$ cat config.mk
export PLATFORM = sky130hd
export DESIGN_NAME = packet_deframer_crc16
export DESIGN_NICKNAME = d
export VERILOG_FILES = /design/src/rtl/core/pdc_pkg.sv /design/src/rtl/core/packet_deframer_crc16.sv /design/src/rtl/core/pdc_in_stage.sv /design/src/rtl/core/pdc_parser.sv
export VERILOG_INCLUDE_DIRS = /design/src /design/src/rtl/core
export SDC_FILE = /design/constraint.sdc
export NUM_CORES = 1
export LEC_CHECK = 0
export ABC_AREA = 1
export BUFFER_PORTS_ARGS = -buffer_cell sky130_fd_sc_hd__clkbuf_2
export CORE_MARGIN = 3
export CORE_UTILIZATION = 23
export CTS_BUF_LIST = sky130_fd_sc_hd__clkbuf_16
export DETAILED_ROUTE_END_ITERATION = 16
export SLEW_MARGIN = 25
export SYNTH_ARGS = -nofsm -noshare
export SYNTH_HDL_FRONTEND = slang
export SYNTH_SLANG_ARGS = --single-unit
$ cat constraint.sdc
create_clock -name clk -period 3.8 [get_ports clk]
set_input_delay 1.14 -clock clk [delete_from_list [all_inputs] [get_ports clk]]
set_output_delay 1.14 -clock clk [all_outputs]
set_load 0.005 [all_outputs]
$ cat src/rtl/core/packet_deframer_crc16_assert.svh
// ---------------------------------------------------------------------------
// packet_deframer_crc16_assert.svh
// Assertion macros shared by the deframer modules (clk / rst_n domain).
// ---------------------------------------------------------------------------
`ifndef PACKET_DEFRAMER_CRC16_ASSERT_SVH
`define PACKET_DEFRAMER_CRC16_ASSERT_SVH

// Same-cycle implication, checked out of reset.
`define PDC_ASSERT_NOW(lbl, ante, cons, msg) \
  lbl: assert property (@(posedge clk) disable iff (!rst_n) (ante) |-> (cons)) \
    else $error(msg);

// Next-cycle implication, checked out of reset.
`define PDC_ASSERT_NEXT(lbl, ante, cons, msg) \
  lbl: assert property (@(posedge clk) disable iff (!rst_n) (ante) |=> (cons)) \
    else $error(msg);

`endif

$ cat src/rtl/core/pdc_pkg.sv
// ---------------------------------------------------------------------------
// pdc_pkg
// Types, codes and the byte-wise CRC16-CCITT update for the deframer.
// ---------------------------------------------------------------------------
package pdc_pkg;

  typedef enum logic [2:0] {
    PH_HUNT = 3'd0,
    PH_RW   = 3'd1,
    PH_CMD  = 3'd2,
    PH_LEN  = 3'd3,
    PH_DATA = 3'd4,
    PH_CRC  = 3'd5
  } phase_t;

  typedef enum logic [2:0] {
    K_DATA = 3'd0,
    K_GOOD = 3'd1,
    K_BAD  = 3'd2,
    K_LEN  = 3'd3,
    K_TIME = 3'd4
  } kind_t;

  // configuration register indexes
  localparam logic [1:0] REG_READ_CODE    = 2'd0;
  localparam logic [1:0] REG_WRITE_CODE   = 2'd1;
  localparam logic [1:0] REG_LENGTH_LIMIT = 2'd2;
  localparam logic [1:0] REG_RX_TIMEOUT   = 2'd3;

  localparam logic [7:0]  SYNC_A   = 8'h55;
  localparam logic [7:0]  SYNC_B   = 8'hAA;
  localparam logic [15:0] CRC_INIT = 16'hFFFF;
  localparam logic [7:0]  TICK_MAX = 8'hFF;

  localparam logic [7:0]  RST_READ_CODE    = 8'd0;
  localparam logic [7:0]  RST_WRITE_CODE   = 8'd1;
  localparam logic [15:0] RST_LENGTH_LIMIT = 16'd540;
  localparam logic [7:0]  RST_RX_TIMEOUT   = 8'd50;

  typedef struct packed {
    logic [7:0]  read_code;
    logic [7:0]  write_code;
    logic [15:0] length_limit;
    logic [7:0]  rx_timeout;
  } cfg_t;

  typedef struct packed {
    logic       req_type;
    logic [7:0] rx_byte;
  } item_t;

  typedef struct packed {
    kind_t       kind;
    logic [7:0]  rw_flag;
    logic [15:0] command;
    logic [15:0] length;
    logic [7:0]  data_byte;
  } result_t;

  // CRC16-CCITT, poly 0x1021, MSB first, one byte per call
  function automatic logic [15:0] crc_step(input logic [15:0] c, input logic [7:0] b);
    logic [15:0] x;
    x = {c[7:0], c[15:8]} ^ {8'h00, b};
    x = x ^ {12'h000, x[7:4]};
    x = x ^ {x[3:0], 12'h000};
    x = x ^ {3'b000, x[7:0], 5'b00000};
    return x;
  endfunction

  // CRC after the sync pair
  localparam logic [15:0] CRC_SYNC = crc_step(crc_step(CRC_INIT, SYNC_A), SYNC_B);

endpackage

$ cat src/rtl/core/packet_deframer_crc16.sv
// ---------------------------------------------------------------------------
// packet_deframer_crc16
// Sync-headed serial frame deframer with CRC16-CCITT check.
// ---------------------------------------------------------------------------
// Usage:
//   in_*  : one beat per received byte (in_tuser = 0) or timer tick
//           (in_tuser = 1). Frames are 0x55 0xAA, rw byte, command LE16,
//           length LE16, payload, CRC LE16 (CCITT, init 0xFFFF, over sync
//           through last payload byte).
//   out_* : at most one result per input beat: each payload byte, a CRC
//           good/bad report at frame end, a length abort or a tick timeout.
//           Beats that produce nothing are absorbed silently.
//   cfg_* : single-cycle register writes, only while the block is idle.
// Flow: an input beat is registered, then parsed in one pass into the
//   output register when it is free; a loaded result raises out_tvalid.
//   One beat per cycle is sustained while out_tready is high; the byte-wise
//   CRC XOR network and the length compare sit in that single parse stage.
// Reset (synchronous, rst_n low): configuration registers return to their
//   defaults, the parser hunts for sync and the output register empties.
// Stall: while out_tready is low a waiting result holds; one more input beat
//   is buffered, then in_tready drops until the result is taken.
// ---------------------------------------------------------------------------
module packet_deframer_crc16
  import pdc_pkg::*;
(
  input  logic        clk,
  input  logic        rst_n,
  // input stream
  input  logic        in_tvalid,
  output logic        in_tready,
  input  logic [7:0]  in_tdata,   // [7:0] rx_byte
  input  logic        in_tuser,   // [0] req_type
  // result stream
  output logic        out_tvalid,
  input  logic        out_tready,
  output logic [47:0] out_tdata,  // [7:0] rw_flag, [23:8] command,
                                  // [39:24] length, [47:40] data_byte
  output logic [2:0]  out_tuser,  // [2:0] kind
  // configuration
  input  logic        cfg_we,
  input  logic [1:0]  cfg_addr,
  input  logic [15:0] cfg_wdata
);

  cfg_t    cfg_r;
  item_t   in_item;
  item_t   stg_item;
  logic    stg_valid;
  logic    out_free;
  logic    proc_fire;
  logic    res_valid;
  result_t res;
  logic    out_valid_r, out_valid_nxt;
  result_t out_r;

  assign in_item.req_type = in_tuser;
  assign in_item.rx_byte  = in_tdata;

  // configuration registers
  always_ff @(posedge clk) begin
    if (!rst_n) begin
      cfg_r.read_code    <= RST_READ_CODE;
      cfg_r.write_code   <= RST_WRITE_CODE;
      cfg_r.length_limit <= RST_LENGTH_LIMIT;
      cfg_r.rx_timeout   <= RST_RX_TIMEOUT;
    end else if (cfg_we) begin
      case (cfg_addr)
        REG_READ_CODE:    cfg_r.read_code    <= cfg_wdata[7:0];
        REG_WRITE_CODE:   cfg_r.write_code   <= cfg_wdata[7:0];
        REG_LENGTH_LIMIT: cfg_r.length_limit <= cfg_wdata;
        REG_RX_TIMEOUT:   cfg_r.rx_timeout   <= cfg_wdata[7:0];
        default: ;
      endcase
    end
  end

  // parse stage advances whenever the output register can take its result
  assign out_free  = !out_valid_r || out_tready;
  assign proc_fire = stg_valid && out_free;

  pdc_in_stage u_in_stage (
    .clk     (clk),
    .rst_n   (rst_n),
    .s_valid (in_tvalid),
    .s_ready (in_tready),
    .s_item  (in_item),
    .m_valid (stg_valid),
    .m_take  (out_free),
    .m_item  (stg_item)
  );

  pdc_parser u_parser (
    .clk       (clk),
    .rst_n     (rst_n),
    .fire      (proc_fire),
    .item      (stg_item),
    .cfg       (cfg_r),
    .res_valid (res_valid),
    .res       (res)
  );

  // output register
  always_comb begin
    out_valid_nxt = out_valid_r;
    if (out_free) begin
      out_valid_nxt = proc_fire && res_valid;
    end
  end

  always_ff @(posedge clk) begin
    if (!rst_n) begin
      out_valid_r <= 1'b0;
    end else begin
      out_valid_r <= out_valid_nxt;
    end
  end

  always_ff @(posedge clk) begin
    if (proc_fire && res_valid) begin
      out_r <= res;
    end
  end

  assign out_tvalid = out_valid_r;
  assign out_tuser  = out_r.kind;
  assign out_tdata  = {out_r.data_byte, out_r.length, out_r.command, out_r.rw_flag};

endmodule

$ cat src/rtl/core/pdc_in_stage.sv
// ---------------------------------------------------------------------------
// pdc_in_stage
// Input register: holds one beat until the parser stage takes it.
// ---------------------------------------------------------------------------
module pdc_in_stage
  import pdc_pkg::*;
(
  input  logic  clk,
  input  logic  rst_n,
  input  logic  s_valid,
  output logic  s_ready,
  input  item_t s_item,
  output logic  m_valid,
  input  logic  m_take,
  output item_t m_item
);

`include "packet_deframer_crc16_assert.svh"

  logic  valid_r;
  logic  valid_nxt;
  item_t item_r;

  assign s_ready = !valid_r || m_take;
  assign m_valid = valid_r;
  assign m_item  = item_r;

  always_comb begin
    valid_nxt = valid_r;
    if (s_ready) begin
      valid_nxt = s_valid;
    end
  end

  always_ff @(posedge clk) begin
    if (!rst_n) begin
      valid_r <= 1'b0;
    end else begin
      valid_r <= valid_nxt;
    end
  end

  always_ff @(posedge clk) begin
    if (s_valid && s_ready) begin
      item_r <= s_item;
    end
  end

  // a held beat is never dropped without being taken
  `PDC_ASSERT_NEXT(a_hold_beat, valid_r && !m_take, valid_r, "in_stage: beat lost")

endmodule

$ cat src/rtl/core/pdc_parser.sv
// ---------------------------------------------------------------------------
// pdc_parser
// Frame parser: sync hunt, header capture, length check, CRC check, tick timeout.
// ---------------------------------------------------------------------------
module pdc_parser
  import pdc_pkg::*;
(
  input  logic    clk,
  input  logic    rst_n,
  input  logic    fire,
  input  item_t   item,
  input  cfg_t    cfg,
  output logic    res_valid,
  output result_t res
);

`include "packet_deframer_crc16_assert.svh"

  phase_t      phase_r, phase_nxt;
  logic        sub_r, sub_nxt;
  logic        in_frame_r, in_frame_nxt;
  logic [7:0]  tick_r, tick_nxt;
  logic [7:0]  rw_r, rw_nxt;
  logic [15:0] cmd_r, cmd_nxt;
  logic [15:0] len_r, len_nxt;
  logic [15:0] left_r, left_nxt;
  logic [15:0] crc_r, crc_nxt;
  logic [7:0]  crc_lo_r, crc_lo_nxt;
  kind_t       kind;
  logic [7:0]  data_out;

  always_comb begin
    logic [7:0]  b;
    logic [15:0] crc_b;
    logic [15:0] left_dec;
    b         = item.rx_byte;
    crc_b     = crc_step(crc_r, b);
    left_dec  = left_r - 16'd1;
    phase_nxt    = phase_r;
    sub_nxt      = sub_r;
    in_frame_nxt = in_frame_r;
    tick_nxt     = tick_r;
    rw_nxt       = rw_r;
    cmd_nxt      = cmd_r;
    len_nxt      = len_r;
    left_nxt     = left_r;
    crc_nxt      = crc_r;
    crc_lo_nxt   = crc_lo_r;
    res_valid    = 1'b0;
    kind         = K_DATA;
    data_out     = 8'h00;

    if (item.req_type) begin
      if (!in_frame_r) begin
        tick_nxt = 8'h00;
      end else if (tick_r > cfg.rx_timeout) begin
        tick_nxt     = 8'h00;
        phase_nxt    = PH_HUNT;
        sub_nxt      = 1'b0;
        in_frame_nxt = 1'b0;
        res_valid    = 1'b1;
        kind         = K_TIME;
      end else if (tick_r != TICK_MAX) begin
        tick_nxt = tick_r + 8'd1;
      end
    end else begin
      case (phase_r)
        PH_HUNT: begin
          if (sub_r) begin
            sub_nxt = 1'b0;
            if (b == SYNC_B) begin
              in_frame_nxt = 1'b1;
              tick_nxt     = 8'h00;
              rw_nxt       = 8'h00;
              cmd_nxt      = 16'h0000;
              len_nxt      = 16'h0000;
              left_nxt     = 16'h0000;
              crc_lo_nxt   = 8'h00;
              crc_nxt      = CRC_SYNC;
              phase_nxt    = PH_RW;
            end
          end else if (b == SYNC_A) begin
            sub_nxt = 1'b1;
          end
        end
        PH_RW: begin
          if (b == cfg.read_code || b == cfg.write_code) begin
            rw_nxt    = b;
            crc_nxt   = crc_b;
            sub_nxt   = 1'b0;
            phase_nxt = PH_CMD;
          end else begin
            phase_nxt    = PH_HUNT;
            sub_nxt      = 1'b0;
            in_frame_nxt = 1'b0;
          end
        end
        PH_CMD: begin
          crc_nxt = crc_b;
          if (!sub_r) begin
            cmd_nxt = {8'h00, b};
            sub_nxt = 1'b1;
          end else begin
            cmd_nxt   = {b, cmd_r[7:0]};
            sub_nxt   = 1'b0;
            phase_nxt = PH_LEN;
          end
        end
        PH_LEN: begin
          crc_nxt = crc_b;
          if (!sub_r) begin
            len_nxt = {8'h00, b};
            sub_nxt = 1'b1;
          end else begin
            len_nxt = {b, len_r[7:0]};
            sub_nxt = 1'b0;
            if (len_nxt >= cfg.length_limit) begin
              phase_nxt    = PH_HUNT;
              in_frame_nxt = 1'b0;
              res_valid    = 1'b1;
              kind         = K_LEN;
            end else begin
              left_nxt  = len_nxt;
              phase_nxt = (len_nxt == 16'h0000) ? PH_CRC : PH_DATA;
            end
          end
        end
        PH_DATA: begin
          crc_nxt  = crc_b;
          left_nxt = left_dec;
          if (left_dec == 16'h0000) begin
            phase_nxt = PH_CRC;
            sub_nxt   = 1'b0;
          end
          res_valid = 1'b1;
          kind      = K_DATA;
          data_out  = b;
        end
        PH_CRC: begin
          if (!sub_r) begin
            crc_lo_nxt = b;
            sub_nxt    = 1'b1;
          end else begin
            tick_nxt     = 8'h00;
            phase_nxt    = PH_HUNT;
            sub_nxt      = 1'b0;
            in_frame_nxt = 1'b0;
            res_valid    = 1'b1;
            kind         = ({b, crc_lo_r} == crc_r) ? K_GOOD : K_BAD;
          end
        end
        default: begin
          phase_nxt    = PH_HUNT;
          sub_nxt      = 1'b0;
          in_frame_nxt = 1'b0;
        end
      endcase
    end
  end

  // header fields are sampled after this beat's update
  assign res.kind      = kind;
  assign res.rw_flag   = rw_nxt;
  assign res.command   = cmd_nxt;
  assign res.length    = len_nxt;
  assign res.data_byte = data_out;

  always_ff @(posedge clk) begin
    if (!rst_n) begin
      phase_r    <= PH_HUNT;
      sub_r      <= 1'b0;
      in_frame_r <= 1'b0;
      tick_r     <= 8'h00;
    end else if (fire) begin
      phase_r    <= phase_nxt;
      sub_r      <= sub_nxt;
      in_frame_r <= in_frame_nxt;
      tick_r     <= tick_nxt;
    end
  end

  always_ff @(posedge clk) begin
    if (fire) begin
      rw_r     <= rw_nxt;
      cmd_r    <= cmd_nxt;
      len_r    <= len_nxt;
      left_r   <= left_nxt;
      crc_r    <= crc_nxt;
      crc_lo_r <= crc_lo_nxt;
    end
  end

  `PDC_ASSERT_NOW(a_frame_flag, in_frame_r, phase_r != PH_HUNT, "parser: open frame in hunt")
  `PDC_ASSERT_NOW(a_data_phase, res_valid && kind == K_DATA, phase_r == PH_DATA,
                  "parser: payload beat outside payload phase")
  `PDC_ASSERT_NEXT(a_end_hunt, fire && res_valid && (kind == K_GOOD || kind == K_BAD),
                   phase_r == PH_HUNT && tick_r == 8'h00 && !in_frame_r,
                   "parser: frame end did not return to hunt")

endmodule
==> flow_summary_export.csv <==
group,metric,value,unit
status,status,"finished, final reports clean",
yosys,netlist_top_cells_count,"180 x nand2_1, 140 x edfxtp_1, 122 x inv_1, 116 x nor2_1, 69 x o21ai_0",
sta,slew_headroom,38.5,%
routing,route.detailed.drc,0,
yosys,syn_inst,1007,
power_and_ir_drop,p_sw,1.29,mW
setup_path,crit_end,"out_tdata[38]$_DFFE_PP_",
die,die_w,208,µm
routing,drt-pass1-iter-count,5,
power_and_ir_drop,p_leak,4.30,nW
routing,routed_wl,26700,µm
global_route,grt_overflow,0,
power_and_ir_drop,power,4.67,mW
clock_network,h-tree-depth,4,
placement,portBuffers,84,
setup_path,r2r_end,"out_tdata[38]$_DFFE_PP_",
clock_network,cts_resized,0,
cells_and_area,multi_input_area,3450,µm²
cells_and_area,postLayoutCellArea,11000,µm²
sta,rsz0062_at_grt,"false",
yosys,syn_area,9400,µm²
routing,via_per_inst,4.52,
die,num_rows,73,
global_route,grt_pass1_wl,41000,µm
clock_network,path_clk_slew,0.08,ns
global_route,grt_pass1_vias,7026,
flow_run,maxCapViolCount,0,
yosys,avgSynthCellArea,9.33,µm²
yosys,synth_edf_count,140,
cells_and_area,nNetsFinal,1154,
clock_network,cts_buffers,17,
placement,gp_congestion,0.905,
cells_and_area,antenna_cells,0,
yosys,synth_most_common_cell,"nand2_1",
die,initial_utilization,23.4,%
sta,period_share,80.0,%
routing,antenna_left,0,
routing,drt_iter0_drc,738,
yosys,synth_area_leaders,"edfxtp_1 45%, dfxtp_1 12%, nand2_1 7.2%",
setup_path,crit_path_start,"u_in_stage.m_item[1]$_DFFE_PP_",
die,fp.dieH,208,µm
clock_network,tritoncts,"yes",
placement,dpl.cell_count,1601,
cells_and_area,regArea,5310,µm²
yosys,seq_area_frac_synth,56.4,%
yosys,ys.flop_type,"edfxtp_1",
yosys,ys_ff_latch,195,
setup_path,critPathMaxFanout,19,
hold_path,hp-class,"reg2reg",
placement,postPlaceCellArea,10400,µm²
clock_network,cts_buffer_depth,2,
cells_and_area,nFillCells,4225,
yosys,ys_async_sr_fraction,0,%
yosys,syn_nets,1066,
routing,wl_per_cell,16.3,µm
cells_and_area,drive_gt1_share,15.3,%
die,io_pins,85,
clock_network,hold_buffers,0,
clock_network,cts-root-buf,"clkbuf_16",
yosys,synth_cell_types,43,
cells_and_area,area_growth,17.3,%
global_route,grt_util_all_layers,12.2,%
die,core,40100,µm²
power_and_ir_drop,internal_power,3.38,mW
sta,hold_violations,0,
die,dieArea,43300,µm²
sta,worst_pin_slew,0.915,ns
global_route,grt_max_degree,45,
sta,finalSetupTns,0,ns
power_and_ir_drop,swShare,27.6,%
setup_path,arrival,3.22,ns
power_and_ir_drop,pwr-share-comb,9.7,%
setup_path,end_kind,"flip-flop",
clock_network,post_cts_buffers,0,
setup_path,worstPathRequired,3.98,ns
power_and_ir_drop,powerDensity,423,nW/µm²
power_and_ir_drop,peakVddDrop,0.000305,V
setup_path,r2r_slack,0.76,ns
power_and_ir_drop,p_clk_share,38.6,%
power_and_ir_drop,p_seq_share,51.7,%
sta,finalSetupViolCount,0,
sta,worst_hold_slack,0.465,ns
routing,vias,7377,
sta,layout_min_cycle_time,3.04,ns
cells_and_area,stdcell_count,1633,
clock_network,clk_latency,0.45,ns
setup_path,r2r-start,"u_in_stage.m_item[1]$_DFFE_PP_",
sta,final_max_slew_viol_count,0,
setup_path,critical_path_class,"reg2reg",
global_route,grt_antenna_before_repair,0,
sta,fin_skew,0.0153,ns
setup_path,critPathLaunchType,"flip-flop",
yosys,synth_top_area_share,44.7,%
sta,fmax,0.329,GHz
yosys,yosys.area.top_type,"edfxtp_1",
clock_network,cts.sinks,195,
yosys,ys_warn_count,0,
setup_path,worst-r2r-cell-count,12,
placement,dp_hpwl,19800,µm
[cell type report]
cell class,count,share of cell area [%]
clock buffers,17,3.86
flip-flops and latches,195,48.1
inverters,136,4.66
repair buffers,97,4.70
clock inverters,15,1.43
multi-input cells,648,31.3
well taps,525,5.96
[cell families after synthesis]
kind of cell / count (synthesis) / synth area share, %
compound gates: 188 / 11.5
xor+xnor: 37 / 3.45
fa+ha+maj: 27 / 3.59
buf+inv: 164 / 6.93
flops: 195 / 56.4
simple gates: 396 / 18.1
[worst max-delay path: stages, from the launching register on]
cell	delay [ns]
edfxtp_1	0.55
ha_1	0.37
a21oi_1	0.16
o21ai_0	0.10
a21oi_1	0.17
nand2_1	0.12
nand3_1	0.13
nand2_1	0.08
nand2_1	0.06
nand2_1	0.05
nand2_1	0.14
clkinvlp_4	0.44
buf_4	0.39
[power groups by stage]
stage | Clock (mW) | Combinational, mW | Sequential (mW)
2_1_floorplan | 0 | 0.314 | 2.43
3_3_place_gp | 0 | 0.440 | 2.46
3_5_place_dp | 0 | 0.447 | 2.46
4_1_cts | 1.83 | 0.450 | 2.41
5_1_grt | 1.93 | 0.508 | 2.42
6_report | 1.80 | 0.454 | 2.41
[sequential cells by signal (all words and copies together) (netlist names)]
| register | flops |
|---|---|
| out_tdata | 48 |
| cfg_r | 40 |
| u_parser.cmd_r | 16 |
| u_parser.crc_r | 16 |
| u_parser.left_r | 16 |
| u_parser.len_r | 16 |
| u_in_stage.m_item | 9 |
| u_parser.crc_lo_r | 8 |
| u_parser.rw_r | 8 |
| u_parser.tick_r | 8 |
| out_tuser | 3 |
| u_parser.phase_r | 3 |
| out_tvalid | 1 |
| u_in_stage.m_valid | 1 |
| u_parser.in_frame_r | 1 |
| u_parser.sub_r | 1 |
[layer usage]
| layer | wire, µm | part of all wire, % | GRT usage [%] | vias up |
|---|---|---|---|---|
| li1 | - | - | - | 3600 |
| met1 | 12000 | 45 | 16.9 | 3487 |
| met2 | 12400 | 46 | 19.3 | 264 |
| met3 | 1850 | 6.9 | 2.79 | 26 |
| met4 | 428 | 1.6 | 3.02 | 0 |
| met5 | 0 | 0 | 0 | - |
[per-stage QoR]
stage	util [%]	setup WS, ns
4_1_cts	27.5	0.772
6_report	27.5	0.761
3_3_place_gp	26.0	0.836
2_1_floorplan	-	0.364
5_1_grt	27.5	0.581
3_5_place_dp	26.0	0.704
[how the worst min path moves through the flow]
| stage | start | end | cells past startpoint | slack [ns] |
|---|---|---|---|---|
| floorplan | cfg_r[18]$_SDFFE_PN0P_ | cfg_r[18]$_SDFFE_PN0P_ | 2 | 0.44 |
| global placement | cfg_r[25]$_SDFFE_PN0P_ | cfg_r[25]$_SDFFE_PN0P_ | 2 | 0.45 |
| detailed placement | cfg_r[6]$_SDFFE_PN0P_ | cfg_r[6]$_SDFFE_PN0P_ | 2 | 0.45 |
| CTS | cfg_r[6]$_SDFFE_PN0P_ | cfg_r[6]$_SDFFE_PN0P_ | 2 | 0.47 |
| global route | cfg_r[27]$_SDFFE_PN0P_ | cfg_r[27]$_SDFFE_PN0P_ | 2 | 0.50 |
| finish | cfg_r[6]$_SDFFE_PN0P_ | cfg_r[6]$_SDFFE_PN0P_ | 2 | 0.46 |
[layout by cell type (no fill, tap or decap), types with 27 or more instances in the layout]
cell | Yosys | routed
edfxtp_1 | 140 | 140
clkbuf_2 | 1 | 84
ha_1 | 27 | 27
nor2_1 | 116 | 116
inv_1 | 122 | 121
a21oi_1 | 52 | 52
xnor2_1 | 30 | 30
nand2_1 | 180 | 180
dfxtp_1 | 55 | 55
nand3_1 | 42 | 42
o22ai_1 | 29 | 29
o21ai_0 | 69 | 69
Power figures use the tool's default switching activity.
